[src/sv/aot_pkg.sv]
// ---------------------------------------------------------------------------
// aot_pkg: shared types and constants for the box overlap block
// Field widths, wide arithmetic types, register map and pipeline control.
// ---------------------------------------------------------------------------
`default_nettype none

package aot_pkg;

  // Field types of one box pair and one result
  typedef logic signed [31:0] pos_t;
  typedef logic        [30:0] size_t;
  typedef logic signed [33:0] shift_t;

  // Internal width: holds doubled sums of a corner and an extent
  localparam int WIDE_W = 35;
  typedef logic signed [WIDE_W-1:0] wide_t;
  typedef logic        [WIDE_W-1:0] mag_t;

  // Register map: register i at byte address 4*i
  localparam int CFG_ADDR_W = 3;
  localparam int CFG_IDX_W  = CFG_ADDR_W - 2;
  typedef logic [CFG_ADDR_W-1:0] cfg_addr_t;
  typedef logic [CFG_IDX_W-1:0]  cfg_idx_t;
  localparam cfg_idx_t REG_THREE_D   = cfg_idx_t'(0);
  localparam logic     THREE_D_RESET = 1'b1;

  // Load enables of the four pipeline stages
  typedef struct packed {
    logic s1;
    logic s2;
    logic s3;
    logic s4;
  } pipe_en_t;

  // Per-axis result handed to the final stage
  typedef struct packed {
    logic  ovl;
    mag_t  near_mag;
    mag_t  far_mag;
    wide_t sft_far;
    wide_t sft_near;
  } axis_res_t;

endpackage

`default_nettype wire

[src/sv/aot_in_if.sv]
// ---------------------------------------------------------------------------
// aot_in_if: input channel carrying one box pair
// Valid/ready handshake with the twelve corner and extent fields.
// ---------------------------------------------------------------------------
`default_nettype none

interface aot_in_if import aot_pkg::*; ();
  logic  valid;
  logic  ready;
  pos_t  a_pos_x;
  pos_t  a_pos_y;
  pos_t  a_pos_z;
  size_t a_size_x;
  size_t a_size_y;
  size_t a_size_z;
  pos_t  b_pos_x;
  pos_t  b_pos_y;
  pos_t  b_pos_z;
  size_t b_size_x;
  size_t b_size_y;
  size_t b_size_z;

  modport source (
    output valid, a_pos_x, a_pos_y, a_pos_z, a_size_x, a_size_y, a_size_z,
           b_pos_x, b_pos_y, b_pos_z, b_size_x, b_size_y, b_size_z,
    input  ready
  );

  modport sink (
    input  valid, a_pos_x, a_pos_y, a_pos_z, a_size_x, a_size_y, a_size_z,
           b_pos_x, b_pos_y, b_pos_z, b_size_x, b_size_y, b_size_z,
    output ready
  );
endinterface

`default_nettype wire

[src/sv/aot_out_if.sv]
// ---------------------------------------------------------------------------
// aot_out_if: result channel
// Valid/ready handshake with the hit flag and three translation distances.
// ---------------------------------------------------------------------------
`default_nettype none

interface aot_out_if import aot_pkg::*; ();
  logic   valid;
  logic   ready;
  logic   hit;
  shift_t shift_x;
  shift_t shift_y;
  shift_t shift_z;

  modport source (output valid, hit, shift_x, shift_y, shift_z, input ready);
  modport sink   (input  valid, hit, shift_x, shift_y, shift_z, output ready);
endinterface

`default_nettype wire

[src/sv/aot_pipe_ctrl.sv]
// ---------------------------------------------------------------------------
// aot_pipe_ctrl: valid bits and stall control of the four-stage pipeline
// Each stage loads when it is empty or its successor loads, so bubbles
// collapse and a stalled result never blocks the empty stages behind it.
// ---------------------------------------------------------------------------
`default_nettype none

module aot_pipe_ctrl import aot_pkg::*; (
  input  wire logic     clk,
  input  wire logic     rst_n,
  input  wire logic     in_valid,
  output logic          in_ready,
  input  wire logic     out_ready,
  output logic          out_valid,
  output pipe_en_t      en
);

  logic v1_r, v2_r, v3_r, v4_r;

  // Ready chain from the output back to the input
  always_comb begin
    en.s4 = !v4_r || out_ready;
    en.s3 = !v3_r || en.s4;
    en.s2 = !v2_r || en.s3;
    en.s1 = !v1_r || en.s2;
  end

  assign in_ready  = en.s1;
  assign out_valid = v4_r;

  // Advance valid bits with the data
  always_ff @(posedge clk) begin
    if (!rst_n) begin
      v1_r <= 1'b0;
      v2_r <= 1'b0;
      v3_r <= 1'b0;
      v4_r <= 1'b0;
    end else begin
      if (en.s1) v1_r <= in_valid;
      if (en.s2) v2_r <= v1_r;
      if (en.s3) v3_r <= v2_r;
      if (en.s4) v4_r <= v3_r;
    end
  end

endmodule

`default_nettype wire

[src/sv/aot_cfg_regs.sv]
// ---------------------------------------------------------------------------
// aot_cfg_regs: APB-style configuration register
// Holds the three-dimensional mode bit; pready is tied high.
// ---------------------------------------------------------------------------
`default_nettype none

module aot_cfg_regs import aot_pkg::*; (
  input  wire logic        clk,
  input  wire logic        rst_n,
  input  wire logic        psel,
  input  wire logic        penable,
  input  wire logic        pwrite,
  input  wire cfg_addr_t   paddr,
  input  wire logic [31:0] pwdata,
  output logic      [31:0] prdata,
  output logic             pready,
  output logic             three_d
);

  logic     three_d_r;
  logic     three_d_nxt;
  cfg_idx_t reg_idx;
  logic     wr_en;

  assign reg_idx = paddr[CFG_ADDR_W-1:2];
  assign pready  = 1'b1;
  assign wr_en   = psel && penable && pwrite && (reg_idx == REG_THREE_D);

  // Update the mode bit on a completed write transaction
  always_comb begin
    three_d_nxt = three_d_r;
    if (wr_en) begin
      three_d_nxt = pwdata[0];
    end
  end

  always_ff @(posedge clk) begin
    if (!rst_n) begin
      three_d_r <= THREE_D_RESET;
    end else begin
      three_d_r <= three_d_nxt;
    end
  end

  // Read back
  always_comb begin
    prdata = '0;
    if (reg_idx == REG_THREE_D) begin
      prdata = {31'd0, three_d_r};
    end
  end

  assign three_d = three_d_r;

endmodule

`default_nettype wire

[src/sv/aot_axis_pipe.sv]
// ---------------------------------------------------------------------------
// aot_axis_pipe: three stages of the per-axis overlap and shift datapath
// Stage 1 forms the box ends and the doubled center, stage 2 the overlap
// flag, doubled end-to-center distances and both shift candidates, stage 3
// the magnitudes of the two distances.
// ---------------------------------------------------------------------------
`default_nettype none

module aot_axis_pipe import aot_pkg::*; (
  input  wire logic      clk,
  input  wire pipe_en_t  en,
  input  wire pos_t      pa,
  input  wire size_t     da,
  input  wire pos_t      pb,
  input  wire size_t     db,
  output axis_res_t      res
);

  wide_t pa_w, pb_w, da_w, db_w;

  // Stage 1 registers
  wide_t pa_r, pb_r, ea_r, eb_r, pa2_r, c2_r;
  // Stage 2 registers
  logic  ovl2_r;
  wide_t near2_r, far2_r, sft_far2_r, sft_near2_r;
  // Stage 3 registers
  axis_res_t res_r;

  // Extend to the internal width
  assign pa_w = {{(WIDE_W-32){pa[31]}}, pa};
  assign pb_w = {{(WIDE_W-32){pb[31]}}, pb};
  assign da_w = {{(WIDE_W-31){1'b0}}, da};
  assign db_w = {{(WIDE_W-31){1'b0}}, db};

  // Stage 1: box ends, doubled corner of A, doubled center of B
  always_ff @(posedge clk) begin
    if (en.s1) begin
      pa_r  <= pa_w;
      pb_r  <= pb_w;
      ea_r  <= pa_w + da_w;
      eb_r  <= pb_w + db_w;
      pa2_r <= pa_w + pa_w;
      c2_r  <= pb_w + pb_w + db_w;
    end
  end

  // Stage 2: overlap along this axis, distances, shift candidates
  always_ff @(posedge clk) begin
    if (en.s2) begin
      ovl2_r      <= ((pa_r <= pb_r) && (ea_r > pb_r)) ||
                     ((pb_r <= pa_r) && (eb_r > pa_r));
      near2_r     <= pa2_r - c2_r;
      far2_r      <= ea_r + ea_r - c2_r;
      sft_far2_r  <= eb_r - pa_r;
      sft_near2_r <= pb_r - ea_r;
    end
  end

  // Stage 3: magnitudes of the two distances
  always_ff @(posedge clk) begin
    if (en.s3) begin
      res_r.ovl      <= ovl2_r;
      res_r.near_mag <= near2_r[WIDE_W-1] ? mag_t'(-near2_r) : mag_t'(near2_r);
      res_r.far_mag  <= far2_r[WIDE_W-1] ? mag_t'(-far2_r) : mag_t'(far2_r);
      res_r.sft_far  <= sft_far2_r;
      res_r.sft_near <= sft_near2_r;
    end
  end

  assign res = res_r;

endmodule

`default_nettype wire

[src/sv/aabb_overlap_and_translation.sv]
// ---------------------------------------------------------------------------
// aabb_overlap_and_translation: box overlap test with translation distances
// Top level: config register, pipeline control, three axis datapaths and
// the output stage that picks each shift and combines the hit flag.
// ---------------------------------------------------------------------------
// The block takes one box pair per clock when the output is not stalled
// and returns one result per pair, in order. Each pair passes through the
// four register stages of the axis datapath and the output stage. When
// the result side stalls, the stages behind the waiting result keep
// filling, and input ready drops only once all four stages hold a pair.
// The mode bit at address 0 (reset 1) selects three-dimensional testing;
// with it cleared the z fields have no effect and shift_z is zero. Write
// the mode only while the pipeline is empty.
`default_nettype none

module aabb_overlap_and_translation import aot_pkg::*; (
  input  wire logic        clk,
  input  wire logic        rst_n,
  aot_in_if.sink           in_bus,
  aot_out_if.source        out_bus,
  input  wire logic        cfg_psel,
  input  wire logic        cfg_penable,
  input  wire logic        cfg_pwrite,
  input  wire cfg_addr_t   cfg_paddr,
  input  wire logic [31:0] cfg_pwdata,
  output logic      [31:0] cfg_prdata,
  output logic             cfg_pready
);

  pipe_en_t  en;
  logic      three_d;
  axis_res_t res_x, res_y, res_z;

  logic   hit_r;
  shift_t shift_x_r, shift_y_r, shift_z_r;

  aot_cfg_regs u_cfg (
    .clk     (clk),
    .rst_n   (rst_n),
    .psel    (cfg_psel),
    .penable (cfg_penable),
    .pwrite  (cfg_pwrite),
    .paddr   (cfg_paddr),
    .pwdata  (cfg_pwdata),
    .prdata  (cfg_prdata),
    .pready  (cfg_pready),
    .three_d (three_d)
  );

  aot_pipe_ctrl u_ctrl (
    .clk       (clk),
    .rst_n     (rst_n),
    .in_valid  (in_bus.valid),
    .in_ready  (in_bus.ready),
    .out_ready (out_bus.ready),
    .out_valid (out_bus.valid),
    .en        (en)
  );

  aot_axis_pipe u_axis_x (
    .clk (clk), .en (en),
    .pa  (in_bus.a_pos_x), .da (in_bus.a_size_x),
    .pb  (in_bus.b_pos_x), .db (in_bus.b_size_x),
    .res (res_x)
  );

  aot_axis_pipe u_axis_y (
    .clk (clk), .en (en),
    .pa  (in_bus.a_pos_y), .da (in_bus.a_size_y),
    .pb  (in_bus.b_pos_y), .db (in_bus.b_size_y),
    .res (res_y)
  );

  aot_axis_pipe u_axis_z (
    .clk (clk), .en (en),
    .pa  (in_bus.a_pos_z), .da (in_bus.a_size_z),
    .pb  (in_bus.b_pos_z), .db (in_bus.b_size_z),
    .res (res_z)
  );

  // Pick the shift: far end of B when A's near end is farther from B's center
  function automatic shift_t pick_shift(input axis_res_t r);
    wide_t s;
    s = (r.near_mag > r.far_mag) ? r.sft_far : r.sft_near;
    return shift_t'(s);
  endfunction

  // Output stage: hold while stalled, load when the result moves on
  always_ff @(posedge clk) begin
    if (en.s4) begin
      hit_r     <= res_x.ovl && res_y.ovl && (res_z.ovl || !three_d);
      shift_x_r <= pick_shift(res_x);
      shift_y_r <= pick_shift(res_y);
      shift_z_r <= three_d ? pick_shift(res_z) : '0;
    end
  end

  assign out_bus.hit     = hit_r;
  assign out_bus.shift_x = shift_x_r;
  assign out_bus.shift_y = shift_y_r;
  assign out_bus.shift_z = shift_z_r;

endmodule

`default_nettype wire

[src/flat_wrapper.sv]
// flat-port wrapper written by rule: the top's interface ports become plain ports
module aabb_overlap_and_translation_flat import aot_pkg::*;
  (clk, rst_n, cfg_psel, cfg_penable, cfg_pwrite, cfg_paddr, cfg_pwdata, cfg_prdata, cfg_pready, in_bus_valid, in_bus_a_pos_x, in_bus_a_pos_y, in_bus_a_pos_z, in_bus_a_size_x, in_bus_a_size_y, in_bus_a_size_z, in_bus_b_pos_x, in_bus_b_pos_y, in_bus_b_pos_z, in_bus_b_size_x, in_bus_b_size_y, in_bus_b_size_z, in_bus_ready, out_bus_valid, out_bus_hit, out_bus_shift_x, out_bus_shift_y, out_bus_shift_z, out_bus_ready);
  aot_in_if in_bus_i ();
  aot_out_if out_bus_i ();
  input  wire logic clk;
  input  wire logic rst_n;
  input  wire logic cfg_psel;
  input  wire logic cfg_penable;
  input  wire logic cfg_pwrite;
  input  wire cfg_addr_t cfg_paddr;
  input  wire logic [31:0] cfg_pwdata;
  output logic      [31:0] cfg_prdata;
  output logic cfg_pready;
  input wire logic [$bits(in_bus_i.valid)-1:0] in_bus_valid;
  input wire logic [$bits(in_bus_i.a_pos_x)-1:0] in_bus_a_pos_x;
  input wire logic [$bits(in_bus_i.a_pos_y)-1:0] in_bus_a_pos_y;
  input wire logic [$bits(in_bus_i.a_pos_z)-1:0] in_bus_a_pos_z;
  input wire logic [$bits(in_bus_i.a_size_x)-1:0] in_bus_a_size_x;
  input wire logic [$bits(in_bus_i.a_size_y)-1:0] in_bus_a_size_y;
  input wire logic [$bits(in_bus_i.a_size_z)-1:0] in_bus_a_size_z;
  input wire logic [$bits(in_bus_i.b_pos_x)-1:0] in_bus_b_pos_x;
  input wire logic [$bits(in_bus_i.b_pos_y)-1:0] in_bus_b_pos_y;
  input wire logic [$bits(in_bus_i.b_pos_z)-1:0] in_bus_b_pos_z;
  input wire logic [$bits(in_bus_i.b_size_x)-1:0] in_bus_b_size_x;
  input wire logic [$bits(in_bus_i.b_size_y)-1:0] in_bus_b_size_y;
  input wire logic [$bits(in_bus_i.b_size_z)-1:0] in_bus_b_size_z;
  output wire logic [$bits(in_bus_i.ready)-1:0] in_bus_ready;
  output wire logic [$bits(out_bus_i.valid)-1:0] out_bus_valid;
  output wire logic [$bits(out_bus_i.hit)-1:0] out_bus_hit;
  output wire logic [$bits(out_bus_i.shift_x)-1:0] out_bus_shift_x;
  output wire logic [$bits(out_bus_i.shift_y)-1:0] out_bus_shift_y;
  output wire logic [$bits(out_bus_i.shift_z)-1:0] out_bus_shift_z;
  input wire logic [$bits(out_bus_i.ready)-1:0] out_bus_ready;
  assign in_bus_i.valid = in_bus_valid;
  assign in_bus_i.a_pos_x = in_bus_a_pos_x;
  assign in_bus_i.a_pos_y = in_bus_a_pos_y;
  assign in_bus_i.a_pos_z = in_bus_a_pos_z;
  assign in_bus_i.a_size_x = in_bus_a_size_x;
  assign in_bus_i.a_size_y = in_bus_a_size_y;
  assign in_bus_i.a_size_z = in_bus_a_size_z;
  assign in_bus_i.b_pos_x = in_bus_b_pos_x;
  assign in_bus_i.b_pos_y = in_bus_b_pos_y;
  assign in_bus_i.b_pos_z = in_bus_b_pos_z;
  assign in_bus_i.b_size_x = in_bus_b_size_x;
  assign in_bus_i.b_size_y = in_bus_b_size_y;
  assign in_bus_i.b_size_z = in_bus_b_size_z;
  assign in_bus_ready = in_bus_i.ready;
  assign out_bus_valid = out_bus_i.valid;
  assign out_bus_hit = out_bus_i.hit;
  assign out_bus_shift_x = out_bus_i.shift_x;
  assign out_bus_shift_y = out_bus_i.shift_y;
  assign out_bus_shift_z = out_bus_i.shift_z;
  assign out_bus_i.ready = out_bus_ready;
  aabb_overlap_and_translation u_core (.clk(clk), .rst_n(rst_n), .in_bus(in_bus_i), .out_bus(out_bus_i), .cfg_psel(cfg_psel), .cfg_penable(cfg_penable), .cfg_pwrite(cfg_pwrite), .cfg_paddr(cfg_paddr), .cfg_pwdata(cfg_pwdata), .cfg_prdata(cfg_prdata), .cfg_pready(cfg_pready));
endmodule
[config.mk]
export PLATFORM = sky130hd
export DESIGN_NAME = aabb_overlap_and_translation_flat
export DESIGN_NICKNAME = d
export VERILOG_FILES = /design/src/sv/aot_pkg.sv /design/src/sv/aot_in_if.sv /design/src/sv/aot_out_if.sv /design/src/sv/aot_pipe_ctrl.sv /design/src/sv/aot_cfg_regs.sv /design/src/sv/aot_axis_pipe.sv /design/src/sv/aabb_overlap_and_translation.sv /design/src/flat_wrapper.sv
export SDC_FILE = /design/constraint.sdc
export NUM_CORES = 2
export LEC_CHECK = 0
export BUFFER_PORTS_ARGS = -buffer_cell sky130_fd_sc_hd__buf_4
export CAP_MARGIN = 20
export CORE_MARGIN = 4
export CORE_UTILIZATION = 44
export CTS_CLUSTER_DIAMETER = 150
export CTS_CLUSTER_SIZE = 8
export DETAILED_ROUTE_END_ITERATION = 10
export PLACE_DENSITY = 0.68
export SLEW_MARGIN = 20
export SYNTH_ARGS = -nofsm -noshare
export SYNTH_HDL_FRONTEND = slang
export SYNTH_SLANG_ARGS = --single-unit
[constraint.sdc]
create_clock -name clk -period 22.4 [get_ports clk]
set_input_delay 2.24 -clock clk [delete_from_list [all_inputs] [get_ports clk]]
set_output_delay 2.24 -clock clk [all_outputs]
set_load 0.02 [all_outputs]
==> summary.md <==
| Metric | Value |
|---|---|
| Total number of vias | 61618 |
| Filler cell count | ~17000 |
| GP Congestion | 0.964 |
| R2r worst-path depth | 7 |
| Fin cells | 10909 |
| Initial Util | around 44% |
| Setup WS pre-CTS | 15540 ps |
| Yosys warns | 0 |
| Final Cell Area | 98500 um2 |
| Min Clock Period, post-route | roughly 6300 ps |
| H-Tree Depth | 4 |
| Port Buffers | 492 |
| Area growth syn-to-layout | 14.1% |
| RR Startpoint | u_core.u_ctrl.out_valid |
| Max VDD drop | slightly above 0.09 mV |
| Commonest cells after routing, fill and taps aside | edfxtp_1 (1420), ha_1 (882), inv_1 (625), xnor2_1 (580), a21oi_1 (578) |
| Crit path from | out_bus_ready |
| Die span in x | 451 um |
| Syn Inst Count | 7593 |
| DP Cell Count | 10671 |
| Number of cell rows | 162 |
| DP HPWL | 193000 um |
| Area taken by flip-flops and latches | 42700 um2 |
| Largest net degree at the start of global routing | 83 |
| Boundary pin count | ~560 |
| CTS tree | built |
| Total grt overflow | 0 |
| Slew HR | approximately a quarter |
| Unique masters post-synth | 78 |
| Sequential share of the synthesized area | between 40 and 50% |
| Status | completed |
| Share of flip-flops with an asynchronous set or reset | 0% |
| Placement Cell Area | just over 90000 um2 |
| Nets | around 9600 |
| WS Path Type | in -> out |
| Bufs on Longest Clock Path | 3 |
| DRT Wirelength | 242000 um |
| Hold Path Class | reg -> reg |
| Commonest non-fill, non-tap cell in the layout | edfxtp_1 |
| CTS Hold Bufs | 0 |
| CP arrival | 4110 ps |
| Die Y | ~450 um |
| Clock Skew | about 61 ps |
| RSZ-0062 raised after global routing | no |
| Total negative slack | 0 ps |
| Gr usage total | 23.0% |
| Crit path capture type | output pin |
| Initial drt markers | 4971 |
| Post-CTS setup buffer count | 0 |
| Hold_sp | u_core.u_axis_x.sft_far2_r[7] |
| Initial antenna violation count | 20 |
| CTS root buffer | clkbuf_16 |
| Post-synth EDFFs | 1420 |
| Residual DRC | 0 |
| TritonRoute pass-1 iters | 6 |
| CORE AREA | 195000 um2 |
| Antenna-violating nets left | 0 |
| Maxcap violations | 0 |
| Leak | 42.3 nW |
| Number of global-route vias before repair | 60673 |
| CTS resizes | 0 |
| Worst slew pin tran | 1100 ps |
| Crit path required time | 20160 ps |
| Yosys reg bits | 1425 |
| Top FF cell, synth | edfxtp_1 |
| Wire length per cell | approximately 22 um |
| Worst-path maximum fanout | 44 |
| FF-to-FF End | u_core.u_axis_y.c2_r[28] |
| Number of buffers created by CTS | 196 |
| Clock latency on the worst-skew pair | 830 ps |
| Final WS setup | 16050 ps |
| Worst-path clk slew | about 50 ps |
| Die area | between 200000 and 250000 um2 |
| Hold_ws | 407 ps |
| Max Transition Viols Final | 0 |
| Fin crit share | 28.3% |
| Layout cell share with drive strength beyond 1 | 10.6% |
| Reg2reg setup slack | 17430 ps |
| FMAX | about 0.16 GHz |
| Hold depth | 0 |
| Area of the mapped netlist | roughly 86000 um2 |
| Startpoint types | primary input |
| Hold Path End | u_core.u_axis_x.res[42] |
| Syn Area/Cell | ~11 um2 |
| Hold Fails Final Rpt | 0 |
| First-pass GRT wire length | between 300000 and 400000 um |
| Vias per Instance | 5.65 |
| PwrDens | 117 nW/um2 |
| Clk sink count | about 1400 |
| Final setup viols | 0 |
| Multi-input gate area in the final layout | 40900 um2 |
-- cell usage after synthesis (all sizes together), types with 29 or more instances --
library cell / instances / area, um2
nand4: 91 / 569
mux2: 68 / 766
o211ai: 29 / 218
xnor2: 580 / 5080
nand2: 334 / 1250
nand2b: 126 / 788
ha: 882 / 11000
nor2b: 148 / 926
nor2: 388 / 1460
or3: 57 / 368
a21o: 406 / 3050
inv: 627 / 2350
or2: 32 / 200
nor3: 94 / 470
nand3: 138 / 691
a21oi: 578 / 2890
a211oi: 57 / 428
buf: 34 / 250
o21ai: 372 / 1860
o41ai: 32 / 288
a31oi: 54 / 338
o21bai: 84 / 631
o31ai: 77 / 578
or4: 37 / 293
clkbuf: 66 / 248
nor4: 35 / 219
o21a: 118 / 886
xor2: 185 / 1620
and3: 67 / 419
edfxtp: 1420 / 42600
and2: 34 / 213
mux2i: 39 / 390
-- registers in the layout, summed over array words and instances, names as in the netlist, 34 cells and up --
name	count
u_core.u_axis_z.near2_r	35
u_core.u_axis_y.c2_r	34
u_core.out_bus.shift_y	34
u_core.u_axis_y.sft_near2_r	34
u_core.u_axis_z.sft_far2_r	34
u_core.u_axis_y.far2_r	34
u_core.u_axis_z.far2_r	34
u_core.u_axis_y.res	137
u_core.u_axis_x.res	137
u_core.u_axis_z.res	137
u_core.u_axis_y.near2_r	35
u_core.u_axis_y.sft_far2_r	34
u_core.u_axis_z.c2_r	34
u_core.u_axis_x.sft_near2_r	34
u_core.out_bus.shift_x	34
u_core.out_bus.shift_z	34
u_core.u_axis_x.near2_r	35
u_core.u_axis_z.sft_near2_r	34
u_core.u_axis_x.far2_r	34
u_core.u_axis_x.c2_r	34
u_core.u_axis_x.sft_far2_r	34
-- cells by family after synthesis --
family                     share of synthesized area (%)
xor gates and xnor gates                            7.76
muxes                                               1.34
adders and majority gates                           13.3
buffers and inverters                               3.30
other                                            0.00870
and+or+nand+nor                                     9.60
AOI/OAI and AO/OA                                   15.2
DFF                                                 49.5
-- worst max-delay path: stages --
cell     delay, ps
buf_4          110
nor2b_1        480
and3_1         460
nand2_4        460
buf_4          340
-- layout make-up --
type / count / share of cell area, %
diodes: 15 / 0.0381
clock buffers: 209 / 5.07
clock inverters: 13 / 0.227
inverters: 627 / 2.40
multi-input cells: 5471 / 41.5
flip-flops and latches: 1425 / 43.4
well taps: 2624 / 3.33
repair buffers: 525 / 4.02
-- power breakdown --
part / total, mW / switching, mW / internal [mW]
Clock: 2.66 / 1.11 / 1.56
Combinational: 4.10 / 2.32 / 1.78
Sequential: 4.81 / 0.525 / 4.28
Total: 11.6 / 3.95 / 7.62
-- worst max path at each step --
| stage | endpoint | slack (ps) |
|---|---|---|
| 2_1_floorplan | in_bus_ready | 7250 |
| 3_3_place_gp | u_core.u_axis_y.c2_r[31] | 15640 |
| 3_5_place_dp | u_core.u_axis_y.c2_r[32] | 15540 |
| 4_1_cts | in_bus_ready | 16040 |
| 5_1_grt | in_bus_ready | 15960 |
| 6_report | in_bus_ready | 16050 |
-- per-stage QoR --
step                      total power, mW  utilization, %
after detailed placement             8.92            47.8
final                                11.6            50.5
after global placement               8.81            47.8
after CTS                            11.6            50.5
after global routing                 12.2            50.5
after floorplan                      7.49               -
-- metal layers --
metal  part of all wire (%)  GRT usage (%)  vias up
met3                    5.7           2.90      418
met1                     44           31.6    29663
met4                    4.8           11.2        2
met5                 0.0046              0        -
met2                     45           36.3     2050
li1                       -              -    29485
Note: power is estimated with default switching activity, not from simulation.
